File: config.mk
export PLATFORM = sky130hd
export DESIGN_NAME = hdm_sqrt
export DESIGN_NICKNAME = d
export VERILOG_FILES = /design/src/assert_macros.svh /design/src/hdm_pkg.sv /design/src/hdm_sqrt.sv
export SDC_FILE = /design/constraint.sdc
export NUM_CORES = 1
export LEC_CHECK = 0
export BUFFER_PORTS_ARGS = -buffer_cell sky130_fd_sc_hd__buf_4
export CAP_MARGIN = 30
export CORE_UTILIZATION = 35
export DETAILED_ROUTE_END_ITERATION = 16
export PLACE_DENSITY = 0.56
export SLEW_MARGIN = 30
export SYNTH_ARGS = -nofsm -noshare
export SYNTH_HDL_FRONTEND = slang
export SYNTH_SLANG_ARGS = --single-unit
export TNS_END_PERCENT = 5
File: constraint.sdc
create_clock -name clk_i -period 20.6 [get_ports clk_i]
set_input_delay 3.09 -clock clk_i [delete_from_list [all_inputs] [get_ports clk_i]]
set_output_delay 3.09 -clock clk_i [all_outputs]
set_load 0.02 [all_outputs]
File: src/assert_macros.svh
// assertion macros for the distance matrix block
`ifndef ASSERT_MACROS_SVH
`define ASSERT_MACROS_SVH
`ifndef NO_ASSERTIONS
`define ASSERT_CLK(label, clk, rst_n, prop, msg) \
  label: assert property (@(posedge clk) disable iff (!rst_n) (prop)) else $error(msg);
`define ASSERT_NEXT(label, clk, rst_n, pre, post, msg) \
  label: assert property (@(posedge clk) disable iff (!rst_n) (pre) |=> (post)) else $error(msg);
`else
`define ASSERT_CLK(label, clk, rst_n, prop, msg)
`define ASSERT_NEXT(label, clk, rst_n, pre, post, msg)
`endif
`endif

File: src/hdm_pkg.sv
// package: types, constants and register codes for the distance matrix block
package hdm_pkg;
  localparam int unsigned MaxRowsDef    = 64;
  localparam int unsigned MaxColsDef    = 8;
  localparam int unsigned SampleBitsDef = 16;
  localparam int unsigned SumW          = 22;
  localparam int unsigned OneQ16        = 65536;

  typedef enum logic [1:0] {
    REG_ROWS   = 2'd0,
    REG_A_COLS = 2'd1,
    REG_B_COLS = 2'd2
  } reg_idx_e;

  typedef struct packed {
    logic        action;
    logic [15:0] value;
  } in_item_t;

  typedef struct packed {
    logic [2:0]  a_column;
    logic [2:0]  b_column;
    logic [16:0] distance;
    logic        zero_column;
    logic        last_result;
  } out_item_t;

  typedef struct packed {
    logic [1:0]  index;
    logic [15:0] data;
  } cfg_req_t;

  // sequencer control toward the shared units
  typedef enum logic [3:0] {
    ST_LOAD, ST_RT_RD, ST_RT_DIV, ST_RT_SQ, ST_PR_RD, ST_PR_MAC,
    ST_PR_SQ, ST_OUT
  } state_e;

  typedef struct packed {
    logic start;
    logic busy;
  } unit_ctl_t;
endpackage

File: src/hdm_sqrt.sv
// iterative integer square root, one result bit per cycle
module hdm_sqrt (
  input  logic        clk_i,
  input  logic        rst_ni,
  input  logic        start_i,
  input  logic [47:0] x_i,
  output logic        done_o,
  output logic [23:0] root_o
);
  import hdm_pkg::*;
  logic [47:0] x_q, x_d;
  logic [47:0] res_q, res_d;
  logic [47:0] bit_q, bit_d;
  logic        run_q, run_d, done_q, done_d;

  always_comb begin
    x_d = x_q; res_d = res_q; bit_d = bit_q; run_d = run_q; done_d = 1'b0;
    if (start_i) begin
      x_d = x_i;
      res_d = '0;
      bit_d = 48'd1 << 46;
      run_d = 1'b1;
    end else if (run_q) begin
      if (x_q >= res_q + bit_q) begin
        x_d = x_q - (res_q + bit_q);
        res_d = (res_q >> 1) + bit_q;
      end else begin
        res_d = res_q >> 1;
      end
      bit_d = bit_q >> 2;
      if (bit_q[0]) begin
        run_d = 1'b0;
        done_d = 1'b1;
      end
    end
  end

  always_ff @(posedge clk_i or negedge rst_ni) begin
    if (!rst_ni) begin
      run_q <= 1'b0;
      done_q <= 1'b0;
    end else begin
      run_q <= run_d;
      done_q <= done_d;
    end
  end

  always_ff @(posedge clk_i) begin
    x_q <= x_d; res_q <= res_d; bit_q <= bit_d;
  end

  assign root_o = res_q[23:0];
  assign done_o = done_q;
endmodule

==> metrics.log, run 1 <==
INFO  metric status = finished, final reports clean
INFO  metric layout.cells.most_common_list = 142 x sky130_fd_sc_hd__nand2_1, 139 x sky130_fd_sc_hd__nor2_1, 102 x sky130_fd_sc_hd__o21ai_0, 98 x sky130_fd_sc_hd__ha_1, 81 x sky130_fd_sc_hd__buf_4
INFO  metric grt_max_degree = 89
INFO  metric tightestPinTransition = 0.917 ns
INFO  metric fp.coreArea = 32600 sq um
INFO  metric numClockSinks = 122
INFO  metric cts_setup_buffers = 0
INFO  metric cts_hold_buffers = 0
INFO  metric vdd.ir_drop.worst = 0.0000638 V
INFO  metric yosys_register_bits = 122
INFO  metric combinationalPowerShare = 0.543
INFO  metric setup-tns-final = 0 ns
INFO  metric maxCapViolations = 0
INFO  metric post-dp-hpwl = 24500 microns
INFO  metric yosysSeqAreaShare = 0.252
INFO  metric route.detailed.wl_per_inst = 17.5 microns
INFO  metric finish.instance_area = 12800 sq um
INFO  metric hold_path_class = reg2reg
INFO  metric layout-drive-gt1-share = 0.111
INFO  metric post_synth.cell_area_avg = 8.07 sq um
INFO  metric i_o_pin_count = 76
INFO  metric ctsHtreeMaxLevel = 4
INFO  metric netSwitchingPower = 669 uW
INFO  metric post_cts.resized_instances = 0
INFO  metric mappedNetlistNets = 1593
INFO  metric async_flop_share = 0.0164
INFO  metric route.vias.total = 10600
INFO  metric cp_data_arrival_time = 6.23 ns
INFO  metric synthFlopType = sky130_fd_sc_hd__dfxtp_1
INFO  metric die_y = 184 microns
INFO  metric clock_tree_root = sky130_fd_sc_hd__clkbuf_16
INFO  metric insertion_delay = 0.43 ns
INFO  metric cts-buffers-inserted = 17
INFO  metric clkTransAtPathRegs = 0.06 ns
INFO  metric rsz0062_at_grt = false
INFO  metric total_leakage_power = 0.00507 uW
INFO  metric yosys_synthesis_warning_count = 0
INFO  metric number_of_antenna_violations_at_the_first_check_in_global_routing = 0
INFO  metric maxClockFrequency = 163 MHz
INFO  metric layout_worst_path_cycle_share = 0.298
INFO  metric placement.io_buffers = 75
INFO  metric cp_data_required_time = 20.69 ns
INFO  metric power_per_cell_area = 120 nW/um^2
INFO  metric gp_congestion = 0.877
INFO  metric gr-total-overflow = 0
INFO  metric timing.critical_path.fanout_max = 88
INFO  metric final.min_clock_period = 6.13 ns
INFO  metric timing.final.setup_violations = 0
INFO  metric drc = 0
INFO  metric vias_in_the_first_global_route = 9988
INFO  metric sequential_cell_fraction_of_total_power = 0.239
INFO  metric netlist_instances = 1443
INFO  metric final-max-slew-violation-count = 0
INFO  metric worstSetupEndpointType = flop
INFO  metric grt_first_pass_wirelength = 53100 microns
INFO  metric power_internal = 873 uW
INFO  metric final_hold_viol_count = 0
INFO  metric vias_per_cell = 5.65
INFO  metric drt_first_iter_violations = 757
INFO  metric drt_wl_total = 32900 microns
INFO  metric num_antenna_cells = 0
INFO  metric synth.distinct_cells = 91
INFO  metric dpl-instance-area = 12200 sq um
INFO  metric drt-pass1-iter-count = 5
INFO  metric nFillCells = 3350
INFO  metric number_of_standard_cell_rows_in_the_floorplan = 66
INFO  metric synth_enable_flop_cells = 48
INFO  metric tritoncts_clock_tree = done
INFO  metric most_common_cell_after_layout_fill_and_taps_aside = sky130_fd_sc_hd__nand2_1
INFO  metric area_growth_syn_to_layout = 9.93%
INFO  metric starting_density_of_the_core = 0.357
INFO  metric nets = 1576
INFO  metric cts_max_path_buffers = 2
INFO  metric global_route.usage.total = 0.196
INFO  metric power.share.switching = 0.434
INFO  metric finalClockSkew = 0.0105 ns
INFO  metric timing_worst_setup_path_type = reg2reg
INFO  metric clkPwrFrac = 0.218
INFO  metric layout.core_utilization = 0.393
INFO  metric slew_headroom = 0.389
INFO  metric kind_of_launch_point_of_the_worst_setup_path = flop
INFO  metric post_syn_area = 11600 sq um
INFO  metric dieArea = 34000 sq um
INFO  metric die_width = 184 microns
INFO  metric drt.antenna.violating_nets = 0
==> power by group through the flow <==
stage	registers [uW]	clock network (uW)	logic [uW]
5_1_grt	375	351	928
4_1_cts	369	340	831
2_1_floorplan	361	0	670
3_5_place_dp	374	0	824
6_report	369	336	837
3_3_place_gp	374	0	824
==> sequential cells by signal, indices dropped and copies added (netlist names) <==
name and cells:
bit_q 24, done_o 1, res_q 48, run_q 1, x_q 48
==> layer usage <==
metal	track usage	up-vias	part of all wire
li1	-	5355	-
met1	0.275	5032	0.50
met2	0.313	223	0.45
met3	0.0287	23	0.038
met4	0.0473	0	0.012
met5	0	-	0
==> area by class of cell <==
class | instances | area, sq um | area share
inverters | 28 | 105 | 0.00821
flip-flops and latches | 122 | 2940 | 0.229
multi-input cells | 1176 | 7960 | 0.621
repair buffers | 81 | 608 | 0.0475
clock buffers | 20 | 489 | 0.0382
clock inverters | 12 | 159 | 0.0124
well taps | 442 | 553 | 0.0432
==> through the flow <==
step | power, uW | instances | hold WS (ns) | worst slack, ns
floorplan | 1030 | 1443 | 0.474 | 12.69
global placement | 1200 | 1849 | 0.498 | 14.65
detailed placement | 1200 | 1849 | 0.515 | 14.52
CTS | 1540 | 1881 | 0.524 | 14.50
global route | 1650 | 1881 | 0.542 | 14.08
finish | 1540 | 1881 | 0.518 | 14.47
==> cells in the mapped netlist, types with 28 or more instances <==
cell type,instances,area [sq um]
sky130_fd_sc_hd__a21o_1,49,368
sky130_fd_sc_hd__a21oi_1,76,380
sky130_fd_sc_hd__a311oi_1,28,245
sky130_fd_sc_hd__a31oi_1,48,300
sky130_fd_sc_hd__buf_4,28,210
sky130_fd_sc_hd__clkbuf_1,59,221
sky130_fd_sc_hd__dfxtp_1,72,1440
sky130_fd_sc_hd__edfxtp_1,48,1440
sky130_fd_sc_hd__ha_1,98,1230
sky130_fd_sc_hd__mux2i_1,32,320
sky130_fd_sc_hd__nand2_1,142,533
sky130_fd_sc_hd__nand3_1,28,140
sky130_fd_sc_hd__nand4_1,40,250
sky130_fd_sc_hd__nor2_1,139,522
sky130_fd_sc_hd__o21ai_0,103,515
sky130_fd_sc_hd__or3_1,33,206
sky130_fd_sc_hd__xnor2_1,43,377
sky130_fd_sc_hd__xor2_1,48,420
==> logic make-up after synthesis <==
family | synth area share
AND/OR/NAND/NOR | 0.202
flip-flops | 0.252
XOR/XNOR | 0.0684
multiplexers | 0.0314
adder cells (fa/ha/maj) | 0.107
AO/OA/AOI/OAI | 0.274
buffers and inverters | 0.0663
==> path summary, 6_finish.rpt <==
check | from | to | slack (ns) | depth (start not counted)
worst max-delay path | res_q[4]$_SDFFE_PP0P_ | x_q[24]$_DFFE_PP_ | 14.47 | 19
worst max register to register | res_q[4]$_SDFFE_PP0P_ | x_q[24]$_DFFE_PP_ | 14.47 | 19
max in group asynchronous | rst_ni | run_q$_DFF_PN0_ | 18.08 | 1
worst min-delay path | res_q[0]$_SDFFE_PP0P_ | res_q[0]$_SDFFE_PP0P_ | 0.52 | 2
worst min register to register | res_q[0]$_SDFFE_PP0P_ | res_q[0]$_SDFFE_PP0P_ | 0.52 | 2
min in group asynchronous | rst_ni | run_q$_DFF_PN0_ | 2.43 | 1
==> critical path, stage by stage (launching register included) <==
cell and delay (ns):
sky130_fd_sc_hd__dfxtp_1 0.39, sky130_fd_sc_hd__ha_1 0.39, sky130_fd_sc_hd__a21o_1 0.14, sky130_fd_sc_hd__a31oi_1 0.11
sky130_fd_sc_hd__nor4_1 0.69, sky130_fd_sc_hd__o311ai_1 0.24, sky130_fd_sc_hd__a21oi_1 0.30, sky130_fd_sc_hd__nor2_1 0.16
sky130_fd_sc_hd__o31a_1 0.37, sky130_fd_sc_hd__xor2_1 0.17, sky130_fd_sc_hd__ha_1 0.42, sky130_fd_sc_hd__a21o_1 0.22
sky130_fd_sc_hd__a21o_1 0.17, sky130_fd_sc_hd__a21oi_1 0.36, sky130_fd_sc_hd__o311a_1 0.23, sky130_fd_sc_hd__a21oi_1 0.07
sky130_fd_sc_hd__a31oi_4 0.18, sky130_fd_sc_hd__buf_4 0.71, sky130_fd_sc_hd__o21ai_4 0.04, sky130_fd_sc_hd__buf_4 0.37
(Power assumes the default switching activity.)
==> run 2, diff against run 1 <==
==> constraint.sdc (replaced) <==
create_clock -name clk_i -period 6.4 [get_ports clk_i]
set_input_delay 0.96 -clock clk_i [delete_from_list [all_inputs] [get_ports clk_i]]
set_output_delay 0.96 -clock clk_i [all_outputs]
set_load 0.02 [all_outputs]
==> run 2 against run 1 <==
Die area unchanged. Total power increased to 3.2 times the previous value. Utilization about the same. Hold slack got worse by 0.22 ns. Wire length increased by 0.96%. Clock skew increased by 0.00061 ns. Register-to-register slack got worse by 14 ns. Non-clock buffer count increased by 7. Largest cell class unchanged. Highest routed layer unchanged.
==> metrics.log, run 2 (same netlist as run 1, synthesis figures left out) <==
INFO  metric crit-reg2reg-launch = res_q[8]$_SDFFE_PP0P_
INFO  metric timing.final.setup_violations = 0 (unchanged)
INFO  metric drt-pass1-iter-count = 5 (unchanged)
INFO  metric regToRegSetupSlack = 0.68 ns (-13.79 ns)
INFO  metric reg.largest.list = res_q x48, x_q x48, bit_q x24
INFO  metric post_cts.resized_instances = 0 (unchanged)
INFO  metric clock_tree_root = sky130_fd_sc_hd__clkbuf_16
INFO  metric number_of_standard_cell_rows_in_the_floorplan = 66 (unchanged)
INFO  metric grt_max_degree = 162 (+82%)
INFO  metric setup_ws_final = 0.678 ns (-13.79 ns)
INFO  metric total_leakage_power = 0.00509 uW (+0.28%)
INFO  metric cts_setup_buffers = 0 (unchanged)
INFO  metric route.vias.total = 10800 (+1.1%)
INFO  metric finish.instance_area = 12800 sq um (about the same)
INFO  metric die_width = 184 microns (unchanged)
INFO  metric i_o_pin_count = 76 (unchanged)
INFO  metric timing_worst_setup_path_type = reg2reg
INFO  metric dieArea = 34000 sq um (unchanged)
INFO  metric route.detailed.wl_per_inst = 17.6 microns (+0.58%)
INFO  metric slew_headroom = 0.438 (+0.0494)
INFO  metric dp_slack = 0.772 ns (-13.75 ns)
INFO  metric final-instance-count-excl-fill = 1888 (+0.37%)
INFO  metric cp_slowest_cell = sky130_fd_sc_hd__nor4_1
INFO  metric tightestPinTransition = 0.843 ns (-0.0741 ns)
INFO  metric cts_hold_buffers = 0 (unchanged)
INFO  metric cp_data_arrival_time = 6.05 ns (-0.18 ns)
INFO  metric clkTransAtPathRegs = 0.06 ns (about the same)
INFO  metric vias_in_the_first_global_route = 10200 (+2.0%)
INFO  metric drc = 0 (unchanged)
INFO  metric final-max-slew-violation-count = 0 (unchanged)
INFO  metric fp.coreArea = 32600 sq um (unchanged)
INFO  metric total_power = 4890 uW (+220%)
INFO  metric starting_density_of_the_core = 0.357 (unchanged)
INFO  metric ctsHtreeMaxLevel = 4 (unchanged)
INFO  metric final.min_clock_period = 5.72 ns (-0.412 ns)
INFO  metric vdd.ir_drop.worst = 0.000183 V (+190%)
INFO  metric critical_path.most_common_cell = sky130_fd_sc_hd__a21oi_1
INFO  metric path_cells = ha_1, nand4_1, nor4_1, o311ai_1, a21oi_1, nor2_1, o31a_1, xor2_1, ha_1, a21o_1, a21o_1, a21oi_1, o311a_1, a21oi_1, a31oi_4, buf_12, a21oi_1, a2111oi_2
INFO  metric rsz0062_at_grt = false
INFO  metric drt.antenna.violating_nets = 0 (unchanged)
INFO  metric placement.io_buffers = 75 (unchanged)
INFO  metric number_of_antenna_violations_at_the_first_check_in_global_routing = 0 (unchanged)
INFO  metric power_per_cell_area = 382 nW/um^2 (+220%)
INFO  metric placed_cells_incl_taps = 1856 (+0.38%)
INFO  metric post-dp-hpwl = 24800 microns (+1.6%)
INFO  metric gr-total-overflow = 0 (unchanged)
INFO  metric cts-buffers-inserted = 17 (unchanged)
INFO  metric cts_max_path_buffers = 2 (unchanged)
INFO  metric nets = 1583 (+0.44%)
INFO  metric gp_congestion = 0.849 (-3.2%)
INFO  metric area_growth_syn_to_layout = 10.0% (about the same)
INFO  metric setup-tns-final = 0 ns (unchanged)
INFO  metric tritoncts_clock_tree = done
INFO  metric cp_data_required_time = 6.73 ns (-13.96 ns)
INFO  metric drt_first_iter_violations = 804 (+6.2%)
INFO  metric numClockSinks = 122 (unchanged)
INFO  metric most_common_cell_after_layout_fill_and_taps_aside = sky130_fd_sc_hd__nand2_1
INFO  metric insertion_delay = 0.44 ns (about the same)
INFO  metric maxClockFrequency = 175 MHz (+7.2%)
INFO  metric dpl-instance-area = 12300 sq um (+0.84%)
INFO  metric global_route.usage.total = 0.200 (+0.00350)
INFO  metric num_antenna_cells = 0 (unchanged)
INFO  metric drt_wl_total = 33200 microns (+0.96%)
INFO  metric kind_of_launch_point_of_the_worst_setup_path = flop
INFO  metric timing.critical_path.fanout_max = 57 (-35%)
INFO  metric layout_worst_path_cycle_share = 0.894 (+0.596)
INFO  metric die_y = 184 microns (unchanged)
INFO  metric path_buf_inv = 1 (-1)
INFO  metric grt_first_pass_wirelength = 53600 microns (+1.1%)
INFO  metric final_hold_viol_count = 0 (unchanged)
INFO  metric finalClockSkew = 0.0111 ns (+0.000612 ns)
INFO  metric layout-drive-gt1-share = 0.115 (+0.00430)
INFO  metric maxCapViolations = 0 (unchanged)
INFO  metric status = finished, final reports clean
INFO  metric worstSetupEndpointType = flop
INFO  metric worst_path_dominant_cell_family = compound AO/OA/AOI/OAI gates
INFO  metric nFillCells = 3373 (+0.69%)
INFO  metric hold_path_class = in2async
INFO  metric layout.cells.most_common_list = 142 x sky130_fd_sc_hd__nand2_1, 139 x sky130_fd_sc_hd__nor2_1, 102 x sky130_fd_sc_hd__o21ai_0, 98 x sky130_fd_sc_hd__ha_1, 84 x sky130_fd_sc_hd__buf_4
INFO  metric timing.reg2reg.worst_path_depth = 18 (-1)
INFO  metric vias_per_cell = 5.70 (+0.75%)
INFO  metric capturing_point_of_the_worst_reg2reg_path = res_q[12]$_SDFFE_PP0P_
INFO  metric critical-path-max-stage-delay = 0.68 ns (-0.03 ns)
[run 2: power by group]
group	total (uW)	switching (uW)	internal, uW
Sequential	1180	109	1070
Clock	944	418	525
Combinational	2770	1660	1100
Total	4890	2190	2700
[run 2: how the worst max path moves through the flow]
stage	endpoint	slack, ns	cells past startpoint	start
after CTS	res_q[12]$_SDFFE_PP0P_	0.75	18	res_q[8]$_SDFFE_PP0P_
after floorplan	x_q[0]$_DFFE_PP_	0.72	20	bit_q[0]$_SDFFE_PP0P_
after global placement	res_q[12]$_SDFFE_PP0P_	0.83	19	res_q[4]$_SDFFE_PP0P_
after global routing	res_q[18]$_SDFFE_PP0P_	0.27	19	res_q[2]$_SDFFE_PP0P_
final	res_q[12]$_SDFFE_PP0P_	0.68	18	res_q[8]$_SDFFE_PP0P_
after detailed placement	res_q[12]$_SDFFE_PP0P_	0.77	18	res_q[8]$_SDFFE_PP0P_
[run 2: layout make-up]
cell class	count	area, sq um	area share
clock buffer	18	450	0.0351
timing repair buffer	88	711	0.0554
clock inverter	14	105	0.00820
tap	442	553	0.0431
sequential	122	2940	0.229
inverter	28	105	0.00820
multi-input combinational	1176	7960	0.621
[run 2: per-stage QoR]
step	utilization	hold WS, ns
after floorplan	-	0.474
after global placement	0.376	0.497
after detailed placement	0.376	0.507
after CTS	0.393	0.277
after global routing	0.393	0.282
final	0.393	0.293
[run 2: per-layer routing]
metal / global-route usage / wire [microns]
met1: 0.277 / 16200
met2: 0.315 / 14800
met3: 0.0318 / 1470
met4: 0.0617 / 726
met5: 0 / 0
