`config.mk`:
```
export PLATFORM = sky130hd
export DESIGN_NAME = hdm_divider
export DESIGN_NICKNAME = d
export VERILOG_FILES = /design/src/assert_macros.svh /design/src/hdm_pkg.sv /design/src/hdm_divider.sv
export SDC_FILE = /design/constraint.sdc
export NUM_CORES = 1
export LEC_CHECK = 0
export BUFFER_PORTS_ARGS = -buffer_cell sky130_fd_sc_hd__buf_4
export CORE_MARGIN = 1.5
export CORE_UTILIZATION = 53
export DETAILED_ROUTE_END_ITERATION = 8
export PLACE_DENSITY_LB_ADDON = 0.12
export SLEW_MARGIN = 20
export SYNTH_ARGS = -nofsm -noshare
export SYNTH_HDL_FRONTEND = slang
export SYNTH_SLANG_ARGS = --single-unit
```
`constraint.sdc`:
```
create_clock -name clk_i -period 2.4 [get_ports clk_i]
set_input_delay 0.72 -clock clk_i [delete_from_list [all_inputs] [get_ports clk_i]]
set_output_delay 0.72 -clock clk_i [all_outputs]
set_load 0.02 [all_outputs]
```
`src/assert_macros.svh`:
```
// assertion macros for the distance matrix block
`ifndef ASSERT_MACROS_SVH
`define ASSERT_MACROS_SVH
`ifndef NO_ASSERTIONS
`define ASSERT_CLK(label, clk, rst_n, prop, msg) \
  label: assert property (@(posedge clk) disable iff (!rst_n) (prop)) else $error(msg);
`define ASSERT_NEXT(label, clk, rst_n, pre, post, msg) \
  label: assert property (@(posedge clk) disable iff (!rst_n) (pre) |=> (post)) else $error(msg);
`else
`define ASSERT_CLK(label, clk, rst_n, prop, msg)
`define ASSERT_NEXT(label, clk, rst_n, pre, post, msg)
`endif
`endif

```
`src/hdm_pkg.sv`:
```
// package: types, constants and register codes for the distance matrix block
package hdm_pkg;
  localparam int unsigned MaxRowsDef    = 64;
  localparam int unsigned MaxColsDef    = 8;
  localparam int unsigned SampleBitsDef = 16;
  localparam int unsigned SumW          = 22;
  localparam int unsigned OneQ16        = 65536;

  typedef enum logic [1:0] {
    REG_ROWS   = 2'd0,
    REG_A_COLS = 2'd1,
    REG_B_COLS = 2'd2
  } reg_idx_e;

  typedef struct packed {
    logic        action;
    logic [15:0] value;
  } in_item_t;

  typedef struct packed {
    logic [2:0]  a_column;
    logic [2:0]  b_column;
    logic [16:0] distance;
    logic        zero_column;
    logic        last_result;
  } out_item_t;

  typedef struct packed {
    logic [1:0]  index;
    logic [15:0] data;
  } cfg_req_t;

  // sequencer control toward the shared units
  typedef enum logic [3:0] {
    ST_LOAD, ST_RT_RD, ST_RT_DIV, ST_RT_SQ, ST_PR_RD, ST_PR_MAC,
    ST_PR_SQ, ST_OUT
  } state_e;

  typedef struct packed {
    logic start;
    logic busy;
  } unit_ctl_t;
endpackage

```
`src/hdm_divider.sv`:
```
// iterative restoring divider: floor((v << 32) / total), one quotient bit per cycle
module hdm_divider #(
  parameter int unsigned SampleBits = hdm_pkg::SampleBitsDef,
  parameter int unsigned SumBits    = hdm_pkg::SumW
) (
  input  logic                  clk_i,
  input  logic                  rst_ni,
  input  logic                  start_i,
  input  logic [SampleBits-1:0] num_i,
  input  logic [SumBits-1:0]    den_i,
  output logic                  done_o,
  output logic [32:0]           quot_o
);
  import hdm_pkg::*;
  localparam int unsigned NumW = SampleBits + 32;
  localparam int unsigned CntW = $clog2(NumW + 1);

  logic [NumW-1:0]  num_q, num_d;
  logic [SumBits:0] rem_q, rem_d;
  logic [NumW-1:0]  quo_q, quo_d;
  logic [SumBits-1:0] den_q, den_d;
  logic [CntW-1:0]  cnt_q, cnt_d;
  logic             run_q, run_d, done_q, done_d;
  logic [SumBits+1:0] trial;

  always_comb begin
    num_d = num_q; rem_d = rem_q; quo_d = quo_q; den_d = den_q;
    cnt_d = cnt_q; run_d = run_q; done_d = 1'b0;
    trial = {rem_q, num_q[NumW-1]} - {2'b0, den_q};
    if (start_i) begin
      num_d = {num_i, 32'd0};
      rem_d = '0;
      quo_d = '0;
      den_d = den_i;
      cnt_d = CntW'(NumW);
      run_d = 1'b1;
    end else if (run_q) begin
      if (!trial[SumBits+1]) begin
        rem_d = trial[SumBits:0];
        quo_d = {quo_q[NumW-2:0], 1'b1};
      end else begin
        rem_d = {rem_q[SumBits-1:0], num_q[NumW-1]};
        quo_d = {quo_q[NumW-2:0], 1'b0};
      end
      num_d = {num_q[NumW-2:0], 1'b0};
      cnt_d = cnt_q - 1'b1;
      if (cnt_q == CntW'(1)) begin
        run_d  = 1'b0;
        done_d = 1'b1;
      end
    end
  end

  always_ff @(posedge clk_i or negedge rst_ni) begin
    if (!rst_ni) begin
      run_q <= 1'b0;
      done_q <= 1'b0;
      cnt_q <= '0;
    end else begin
      run_q <= run_d;
      done_q <= done_d;
      cnt_q <= cnt_d;
    end
  end

  always_ff @(posedge clk_i) begin
    num_q <= num_d; rem_q <= rem_d; quo_q <= quo_d; den_q <= den_d;
  end

  // clamp to 1.0 in Q1.32
  assign quot_o = (|quo_q[NumW-1:33] || (quo_q[32] && |quo_q[31:0])) ? 33'h1_0000_0000
                : quo_q[32:0];
  assign done_o = done_q;
endmodule

```
==> results of run 1 <==
## path summary, 6_finish.rpt
kind | endpoint | start | slack (ps) | cells after the start
worst max-delay path | quot_o[29] | quo_q[0]$_SDFFE_PP0P_ | -390 | 7
worst min-delay path | cnt_q[3]$_DFFE_PN0P_ | rst_ni | 110 | 1
worst max register to register | rem_q[22]$_SDFFE_PP0P_ | num_q[47]$_DFFE_PP_ | -370 | 13
worst min register to register | rem_q[11]$_SDFFE_PP0P_ | rem_q[10]$_SDFFE_PP0P_ | 520 | 2
max in group asynchronous | run_q$_DFF_PN0_ | rst_ni | 2150 | 1
min in group clk_i | den_q[5]$_DFFE_PP_ | den_i[5] | 470 | 1
## layer usage
| metal | track usage | share of wire | vias up |
|---|---|---|---|
| li1 | - | - | 2441 |
| met1 | 0.295 | 0.46 | 2440 |
| met2 | 0.350 | 0.47 | 147 |
| met3 | 0.0618 | 0.049 | 35 |
| met4 | 0.100 | 0.024 | 0 |
| met5 | 0 | 0 | - |
## registers in the layout, indices dropped and copies added, names as in the netlist
register and cells:
cnt_q 6, den_q 22, done_o 1, num_q 16
quo_q 48, rem_q 23, run_q 1
## critical path: cells and delay by family, from the launching register on
family	cells	cell delay, ps
AO/OA/AOI/OAI	1	230
buffers and inverters	2	300
flip-flops	1	330
AND/OR/NAND/NOR	4	790
## final cells by class
class / instances / area [um2]
clock buffer: 28 / 592
clock inverter: 4 / 23.8
fill: 716 / 2680
inverter: 31 / 116
multi-input combinational: 428 / 3610
sequential: 117 / 2780
tap: 143 / 179
timing repair buffer: 156 / 1400
## per-stage QoR
stage / TNS (ps) / total power, mW
2_1_floorplan: -936 / 3.83
3_3_place_gp: -2680 / 4.38
3_5_place_dp: -4520 / 4.42
4_1_cts: -12820 / 7.30
5_1_grt: -23300 / 8.19
6_report: -16880 / 7.84
## synthesized netlist by cell type, types with 6 or more instances
cell type / count / area share
clkbuf_1: 18 / 0.011
buf_1: 7 / 0.0043
and2_1: 37 / 0.038
xor2_1: 13 / 0.018
ha_1: 24 / 0.049
dfxtp_1: 71 / 0.23
a21oi_1: 20 / 0.016
nand4_1: 8 / 0.0081
a211oi_1: 7 / 0.0085
dfrtp_1: 8 / 0.032
a21o_1: 7 / 0.0085
nor4_1: 11 / 0.011
nand2_1: 35 / 0.021
o21a_1: 6 / 0.0073
nand2_2: 8 / 0.0081
and3_1: 6 / 0.0061
mux2i_1: 50 / 0.081
a311oi_2: 14 / 0.034
edfxtp_1: 38 / 0.18
o21ai_0: 7 / 0.0057
mux2_2: 15 / 0.027
xnor2_1: 11 / 0.016
nor2_1: 90 / 0.055
inv_1: 31 / 0.019
buf_2: 6 / 0.0049
## power breakdown
| part | switching, mW | total, mW | internal [mW] | leakage, nW |
|---|---|---|---|---|
| clock network | 0.890 | 2.57 | 1.68 | 0.308 |
| registers | 0.182 | 2.44 | 2.25 | 1.06 |
| logic | 1.40 | 2.84 | 1.44 | 2.72 |
## kinds of logic after synthesis
family                   count (synthesis)  synth area share
AO/OA/AOI/OAI                           95             0.132
XOR/XNOR                                26            0.0394
adder cells (fa/ha/maj)                 25            0.0519
buffers and inverters                   67            0.0477
flip-flops                             117             0.448
multiplexers                            65             0.109
AND/OR/NAND/NOR                        217             0.172
## cells in the final DEF, fill, tap and decap left out, drive strengths merged, types with 2 or more instances in the layout
cell and instances:
ha 24, buf 154, nor4 11, mux2i 50, nand3 2, nor3b 2, o21ai 12, o2111ai 2
a211oi 9, o21a 6, nor2b 2, nor3 4, mux2 15, inv 34, clkbuf 30, and4 2
o211ai 2, xor2 14, a21o 7, nor2 90, o311ai 2, o21bai 2, a311oi 15, dfxtp 71
nand2b 5, dfrtp 8, nand2 43, o32ai 2, edfxtp 38, and3 6, xnor2 12, a31oi 4
a221oi 2, a21oi 20, o31ai 4, nand4 8, nand3b 2, and2 37
## timing repair
| item | in CTS | in global routing |
|---|---|---|
| buffers inserted | 8 | 16 |
| endpoints found under the hold margin | 0 | 0 |
| pin swaps | 31 | 33 |
| resized for setup | 72 | 68 |
| cloned | 1 | 3 |
| setup endpoints to repair | 55 | 57 |
==> impl_metrics.tcl, run 1 <==
set metrics [dict create \
    ys_seq_elements 117 \
    max_cap_violations 0 \
    core-area_um2 11400 \
    worst_pin_slew_ps 605 \
    ys_seq_area_frac 0.448 \
    place.detailed.hpwl_um 8610 \
    holdBufCountCts 0 \
    cp_slowest_cell "dfxtp_2" \
    drc 0 \
    timing.fmax_mhz 358 \
    worst-setup-path-type "reg2out" \
    grt_usage 0.225 \
    power_density_nw_per_um2 902 \
    numClockSinks 117 \
    final_util 0.765 \
    syn_avg_cell_area_um2 10.1 \
    slew_viol_final 0 \
    antenna_found_initial 0 \
    rsz0062_at_grt "yes" \
    critPathMaxStageDelay_ps 330 \
    design_area_um2 8690 \
    drtIter0Drc 236 \
    grt_pass1_wl_um 22600 \
    ant_nets 0 \
    fin_crit_sh 1.16 \
    cts_tree "yes" \
    period_minus_slack_ps 2790 \
    vias_per_cell 5.58 \
    fin_ws_ps -392 \
    synth.net_count 678 \
    grt_remaining_overflow 0 \
    io_pins 75 \
    cts_buffers 17 \
    via_count 5063 \
    fp.dieH_um 111 \
    hold_viol 0 \
    insertion_delay_ps 420 \
    place.gp.congestion 0.917 \
    clk_path_buf_depth 2 \
    synth_edf_count 38 \
    hp-class "in2async" \
    crit_arrival_ps 2070 \
    crit_path_cell_trace "nor4_4 > nand4_1 > o21a_1 > nor2_4 > buf_12 > and2_1 > buf_6" \
    grt_pass1_vias 4897 \
    htreeDepth 4 \
    dp_slack_ps -453 \
    dp_cells 848 \
    drt-wirelength-per-cell_um 16.2 \
    fin_hold_ws_ps 106 \
    drt-pass1-iter-count 4 \
    crit_path_max_fanout 16 \
    setup.worst_path.end_class "primary output" \
    die_area_um2 12300 \
    required_ps 1680 \
    layoutNonFillerInstCount 907 \
    synth.distinct_cells 62 \
    start_util 0.543 \
    diodes 0 \
    async_flop_share 0.0684 \
    postSynthCellCount 612 \
    ys.flop_type "dfxtp_1" \
    setup_viol 57 \
    drive_gt1_frac 0.402 \
    max-vdd-ir-drop_mv 0.614 \
    dpl_cell_area_um2 7170 \
    yosys_warnings 0 \
    layout.nets 817 \
    violations "setup timing" \
    die_x_um 111 \
    skew_ps 7.68 \
    cp-start-kind "flop" \
    grt_max_degree 44 \
    mappedNetlistArea_um2 6170 \
    clkSlewWorstSetupHoldPaths_ps 50 \
    cellLeakagePower_nw 4.09 \
    io_buffer_count 74 \
    cts-root-buf "clkbuf_16" \
    wirelength_um 14700 \
    status "complete, but fails checks" \
    relSlewSlack 0.591 \
    num_rows 39 \
    area.growth.synth_to_final_pct 41.0 \
]
No activity file was read; power rests on OpenSTA's default activity.
==> inputs of run 2 (changes only) <==
--- a/config.mk
+++ b/config.mk
@@ -6,9 +6,12 @@
 export NUM_CORES = 1
 export LEC_CHECK = 0
 export BUFFER_PORTS_ARGS = -buffer_cell sky130_fd_sc_hd__buf_4
+export CELL_PAD_IN_SITES_DETAIL_PLACEMENT = 1
+export CELL_PAD_IN_SITES_GLOBAL_PLACEMENT = 1
 export CORE_MARGIN = 1.5
-export CORE_UTILIZATION = 53
+export CORE_UTILIZATION = 41
 export DETAILED_ROUTE_END_ITERATION = 8
+export GPL_TIMING_DRIVEN = 0
 export PLACE_DENSITY_LB_ADDON = 0.12
 export SLEW_MARGIN = 20
 export SYNTH_ARGS = -nofsm -noshare
==> run 2 against run 1 <==
The flow still finishes with violations (setup timing). Largest power group unchanged. Register-to-register slack worse by 40 ps. Final area is 0.29% lower. Critical path type unchanged. Global-route usage is 0.52 points lower. Sequential share of layout area is 0.092 points higher. Highest routed layer unchanged. Via count is 1.6% lower. Combinational power is 3% lower. Die area is 28% higher. Count of clock-buffer cells in the layout is 10 lower.
==> impl_metrics.tcl, run 2 (synthesized netlist as in run 1, its figures left out) <==
set metrics [dict create \
    status "complete, but fails checks" \
    violations "setup timing" \
    setup_viol 57 \
    period_minus_slack_ps 2860 \
    num_rows 44 \
    fin_hold_ws_ps 105 \
    skew_ps 6.53 \
    sw_frac_of_total 0.338 \
    drc 0 \
    design_area_um2 8670 \
    numClockSinks 117 \
    final_common_cell "nor2_1" \
    ant_nets 0 \
    dpl_cell_area_um2 6960 \
    area.growth.synth_to_final_pct 40.5 \
    grt_remaining_overflow 0 \
    power_frac_comb 0.353 \
    rsz0062_at_grt "yes" \
    crit_arrival_ps 2140 \
    wirelength_um 17600 \
    diodes 0 \
    p_int_mw 5.18 \
    relSlewSlack 0.424 \
    grt_pass1_vias 5379 \
    mostFrequentLayoutCells "nor2_1 (87), dfxtp_1 (65), buf_4 (63)" \
    crit_top_cell "buf_6" \
    worst-setup-path-type "reg2out" \
    cp_slowest_cell "dfxtp_1" \
    cts_tree "yes" \
    layoutNonFillerInstCount 939 \
    grt_pass1_wl_um 27600 \
    top_regs "quo_q x48, rem_q x23, den_q x22" \
    power.total_mw 7.82 \
    insertion_delay_ps 420 \
    io_pins 75 \
    start_util 0.423 \
    cts_buffers 17 \
    drt-wirelength-per-cell_um 18.8 \
    htreeDepth 4 \
    largest_reg_flops 48 \
    vias_per_cell 5.31 \
    max_cap_violations 0 \
    slew_viol_final 0 \
    path_buf_inv 3 \
    die_x_um 126 \
    p_sw_mw 2.64 \
    required_ps 1680 \
    largest_register "quo_q" \
    cp_top_family "simple AND/OR/NAND/NOR gates" \
    num-fill-cells 1535 \
    io_buffer_count 74 \
    drt-pass1-iter-count 4 \
    via_count 4982 \
    place.gp.congestion 0.803 \
    max-vdd-ir-drop_mv 0.545 \
    hp-class "in2async" \
    dp_cells 870 \
    timing.fmax_mhz 350 \
    fin_ws_ps -457 \
    hold_viol 0 \
    holdBufCountCts 0 \
    clk_path_buf_depth 2 \
    worst_pin_slew_ps 863 \
    p_clk_frac 0.333 \
    grt_max_degree 24 \
    fin_crit_sh 1.19 \
    clkSlewWorstSetupHoldPaths_ps 60 \
    die_area_um2 15800 \
    fp.dieH_um 126 \
    crit_path_cell_trace "nor4_2 > nand4_1 > o21a_1 > nor2_4 > buf_12 > buf_6 > and2_4 > buf_6" \
    layout.nets 808 \
    grt_usage 0.220 \
    power_density_nw_per_um2 902 \
    cellLeakagePower_nw 3.96 \
    p_seq_frac 0.314 \
    core-area_um2 14600 \
    cts-root-buf "clkbuf_16" \
    cp-start-kind "flop" \
    place.detailed.hpwl_um 10800 \
    crit_path_max_fanout 7 \
    setup.worst_path.end_class "primary output" \
    critPathMaxStageDelay_ps 370 \
    antenna_found_initial 0 \
    drtIter0Drc 210 \
    drive_gt1_frac 0.408 \
]
==> run 2: routing by layer <==
metal / share of wire / wire length, um / GRT usage / vias up
li1: - / - / - / 2417
met3: 0.036 / 634 / 0.0548 / 14
met4: 0.0096 / 169 / 0.0588 / 0
met1: 0.46 / 8070 / 0.286 / 2464
met2: 0.50 / 8750 / 0.366 / 87
met5: 0 / 0 / 0 / -
==> run 2: final cells by class <==
type / count / area, um2 / share of cell area
multi-input combinational: 428 / 3660 / 0.422
sequential: 117 / 2780 / 0.320
timing repair buffer: 112 / 1060 / 0.122
clock buffer: 18 / 439 / 0.0507
tap: 184 / 230 / 0.0266
buffer: 35 / 229 / 0.0264
clock inverter: 14 / 168 / 0.0193
inverter: 31 / 116 / 0.0134
==> run 2: stage by stage <==
step           TNS [ps]  utilization  setup slack (ps)
3_5_place_dp     -31550        0.477              -564
2_1_floorplan      -936            -              -202
4_1_cts          -17690        0.565              -458
5_1_grt          -24480        0.594              -547
6_report         -19590        0.594              -457
3_3_place_gp     -27160        0.477              -545
==> run 2: worst paths after layout <==
check / start / end / slack, ps / cells past startpoint
max: quo_q[24]$_SDFFE_PP0P_ / quot_o[15] / -460 / 8
min: rst_ni / cnt_q[3]$_DFFE_PN0P_ / 110 / 1
max reg2reg: num_q[47]$_DFFE_PP_ / rem_q[18]$_SDFFE_PP0P_ / -410 / 13
min reg2reg: quo_q[47]$_SDFFE_PP0P_ / quo_q[47]$_SDFFE_PP0P_ / 530 / 2
max in group asynchronous: rst_ni / cnt_q[1]$_DFFE_PN0P_ / 2160 / 1
min in group clk_i: den_i[6] / den_q[6]$_DFFE_PP_ / 470 / 1
==> run 2: power groups by stage <==
stage / clock (mW) / sequential [mW] / combinational (mW)
2_1_floorplan: 0 / 2.40 / 1.43
3_3_place_gp: 0 / 2.44 / 1.81
3_5_place_dp: 0 / 2.45 / 1.86
4_1_cts: 2.64 / 2.43 / 2.47
5_1_grt: 2.74 / 2.48 / 2.95
6_report: 2.60 / 2.46 / 2.76
==> run 2: worst reg2reg max path: stages, from the launching register on <==
cell      delay [ps]
edfxtp_1         400
inv_2             90
ha_4             140
inv_2             40
fa_2             360
a21o_1           210
a221oi_4         330
a221oi_4         140
o31ai_4          200
buf_6            170
o31ai_2           90
xor2_1           220
nand2_1          100
a311oi_2         220
==> run 2: repair_timing <==
item / CTS / global route
endpoints found under the hold margin: 0 / 0
buffers inserted: 22 / 10
setup endpoints to repair: 73 / 57
gates cloned: 4 / 3
pin swaps: 34 / 35
resized for setup: 106 / 94
==> inputs of run 3 (changes only) <==
--- a/config.mk
+++ b/config.mk
@@ -9,7 +9,8 @@
 export CELL_PAD_IN_SITES_DETAIL_PLACEMENT = 1
 export CELL_PAD_IN_SITES_GLOBAL_PLACEMENT = 1
 export CORE_MARGIN = 1.5
-export CORE_UTILIZATION = 41
+export CORE_UTILIZATION = 43
+export CTS_BUF_LIST = sky130_fd_sc_hd__clkbuf_8
 export DETAILED_ROUTE_END_ITERATION = 8
 export GPL_TIMING_DRIVEN = 0
 export PLACE_DENSITY_LB_ADDON = 0.12
==> run 3 against run 2 <==
The flow still finishes with violations (setup timing). Power down 3.4%. Clock skew grew 6.8 ps. Flip-flop and latch count is the same. Critical endpoint is now quot_o[3]. Utilization grew 2.5 points. Critical path depth did not move. Via count up 0.48%. Largest power group unchanged. Critical path type unchanged. Worst hold slack worse by 43 ps.
==> impl_metrics.tcl, run 3 (synthesized netlist as in run 1, its figures left out) <==
set metrics [dict create \
    cp-start-kind "flop" \
    dpl_cell_area_um2 6950 \
    cp_slowest_cell "nor4_1" \
    design_area_um2 8630 \
    holdBufCountCts 0 \
    drt-wirelength-per-cell_um 18.8 \
    core-area_um2 13900 \
    diodes 0 \
    max_cap_violations 0 \
    setup_tns_ps -22270 \
    cts_buffers 17 \
    timing.fmax_mhz 336 \
    path_buf_inv 3 \
    setup_viol 56 \
    rsz0062_at_grt "yes" \
    layoutNonFillerInstCount 932 \
    r2r-end "rem_q[18]$_SDFFE_PP0P_" \
    setup.worst_path.end_class "primary output" \
    num-fill-cells 1477 \
    numClockSinks 117 \
    sw_frac_of_total 0.342 \
    critPathMaxStageDelay_ps 410 \
    grt_pass1_wl_um 27200 \
    clkSlewWorstSetupHoldPaths_ps 80 \
    final_common_cell "nor2_1" \
    io_buffer_count 74 \
    skew_ps 13.3 \
    grt_max_degree 24 \
    fp.dieH_um 123 \
    crit_path_max_fanout 10 \
    mostFrequentLayoutCells "nor2_1 (85), dfxtp_1 (62), buf_4 (61)" \
    worst-setup-path-type "reg2out" \
    die_x_um 123 \
    htreeDepth 4 \
    place.gp.congestion 0.814 \
    relSlewSlack 0.426 \
    worst_pin_slew_ps 861 \
    via_count 5006 \
    largest_reg_flops 48 \
    ant_nets 0 \
    dp_cells 866 \
    multiInputGateArea_um2 3750 \
    area.growth.synth_to_final_pct 40.0 \
    crit_arrival_ps 2250 \
    slew_viol_final 0 \
    power.total_mw 7.56 \
    power_frac_comb 0.390 \
    power_density_nw_per_um2 875 \
    worstReg2RegStart "num_q[47]$_DFFE_PP_" \
    cts_tree "yes" \
    num_rows 43 \
    wirelength_um 17500 \
    layout.nets 805 \
    io_pins 75 \
    cellLeakagePower_nw 3.96 \
    fin_hold_ws_ps 62.4 \
    max-vdd-ir-drop_mv 0.539 \
    die_area_um2 15100 \
    fin_crit_sh 1.24 \
    status "complete, but fails checks" \
    cp_top_family "simple AND/OR/NAND/NOR gates" \
    violations "setup timing" \
    clk_path_buf_depth 2 \
    p_int_mw 4.97 \
    grt_usage 0.237 \
    place.detailed.hpwl_um 10700 \
    p_sw_mw 2.59 \
    insertion_delay_ps 460 \
    p_seq_frac 0.326 \
    grt_remaining_overflow 0 \
    drive_gt1_frac 0.428 \
    top_regs "quo_q x48, rem_q x23, den_q x22" \
    worst_r2r_path_depth 13 \
    p_clk_frac 0.284 \
    dp_slack_ps -588 \
    hold_viol 0 \
    final_util 0.620 \
    fin_ws_ps -572 \
    rrSetupSlack_ps -480 \
    drtIter0Drc 315 \
    cts-root-buf "clkbuf_8" \
    vias_per_cell 5.37 \
    period_minus_slack_ps 2970 \
    seqCellArea_um2 2780 \
    drt-pass1-iter-count 4 \
    required_ps 1680 \
    start_util 0.443 \
    antenna_found_initial 0 \
    crit_path_cell_trace "nor4_1 > nand4_1 > o21a_1 > nor2_4 > buf_12 > buf_8 > and2_4 > buf_6" \
    hp-class "in2async" \
    grt_pass1_vias 5289 \
    drc 0 \
    largest_register "quo_q" \
]
[run 3: cell types whose count changed in the layout (fill, tap and decap cells not counted), sizes merged]
cell    delta
clkinv     -2
inv        -2
bufinv     +3
clkbuf     +1
buf        -3
[run 3: repair_timing]
item,CTS,global route
endpoints found under the setup margin,73,57
hold endpoints to repair,0,0
gates cloned,4,1
resized for setup,130,95
pin swaps,47,35
setup buffers,20,13
[run 3: area by class of cell]
class                           count  area share
Sequential cell                   117       0.322
Clock inverter                     13      0.0236
Clock buffer                       19      0.0303
Multi-Input combinational cell    428       0.435
Buffer                             36      0.0296
Inverter                           31      0.0135
Timing Repair Buffer              108       0.121
Tap cell                          180      0.0261
[run 3: worst max-delay path by stage]
stage / startpoint / to / slack [ps] / cells past startpoint
3_5_place_dp: num_q[47]$_DFFE_PP_ / rem_q[22]$_SDFFE_PP0P_ / -590 / 12
6_report: quo_q[16]$_SDFFE_PP0P_ / quot_o[3] / -570 / 8
4_1_cts: quo_q[14]$_SDFFE_PP0P_ / quot_o[29] / -500 / 7
3_3_place_gp: num_q[47]$_DFFE_PP_ / rem_q[18]$_SDFFE_PP0P_ / -520 / 12
2_1_floorplan: num_q[47]$_DFFE_PP_ / rem_q[22]$_SDFFE_PP0P_ / -200 / 12
5_1_grt: num_q[47]$_DFFE_PP_ / rem_q[18]$_SDFFE_PP0P_ / -650 / 13
[run 3: layer usage]
| layer | GRT usage | wire length, um | share of wire |
|---|---|---|---|
| met3 | 0.0590 | 723 | 0.041 |
| met4 | 0.0712 | 244 | 0.014 |
| met5 | 0 | 0 | 0 |
| met2 | 0.386 | 8670 | 0.49 |
| met1 | 0.309 | 7890 | 0.45 |
[run 3: power groups by stage]
| stage | Combinational, mW | Clock [mW] | Sequential [mW] |
|---|---|---|---|
| global placement | 1.80 | 0 | 2.44 |
| CTS | 2.47 | 2.19 | 2.43 |
| global route | 3.16 | 2.28 | 2.49 |
| floorplan | 1.43 | 0 | 2.40 |
| detailed placement | 1.84 | 0 | 2.45 |
| finish | 2.95 | 2.15 | 2.46 |
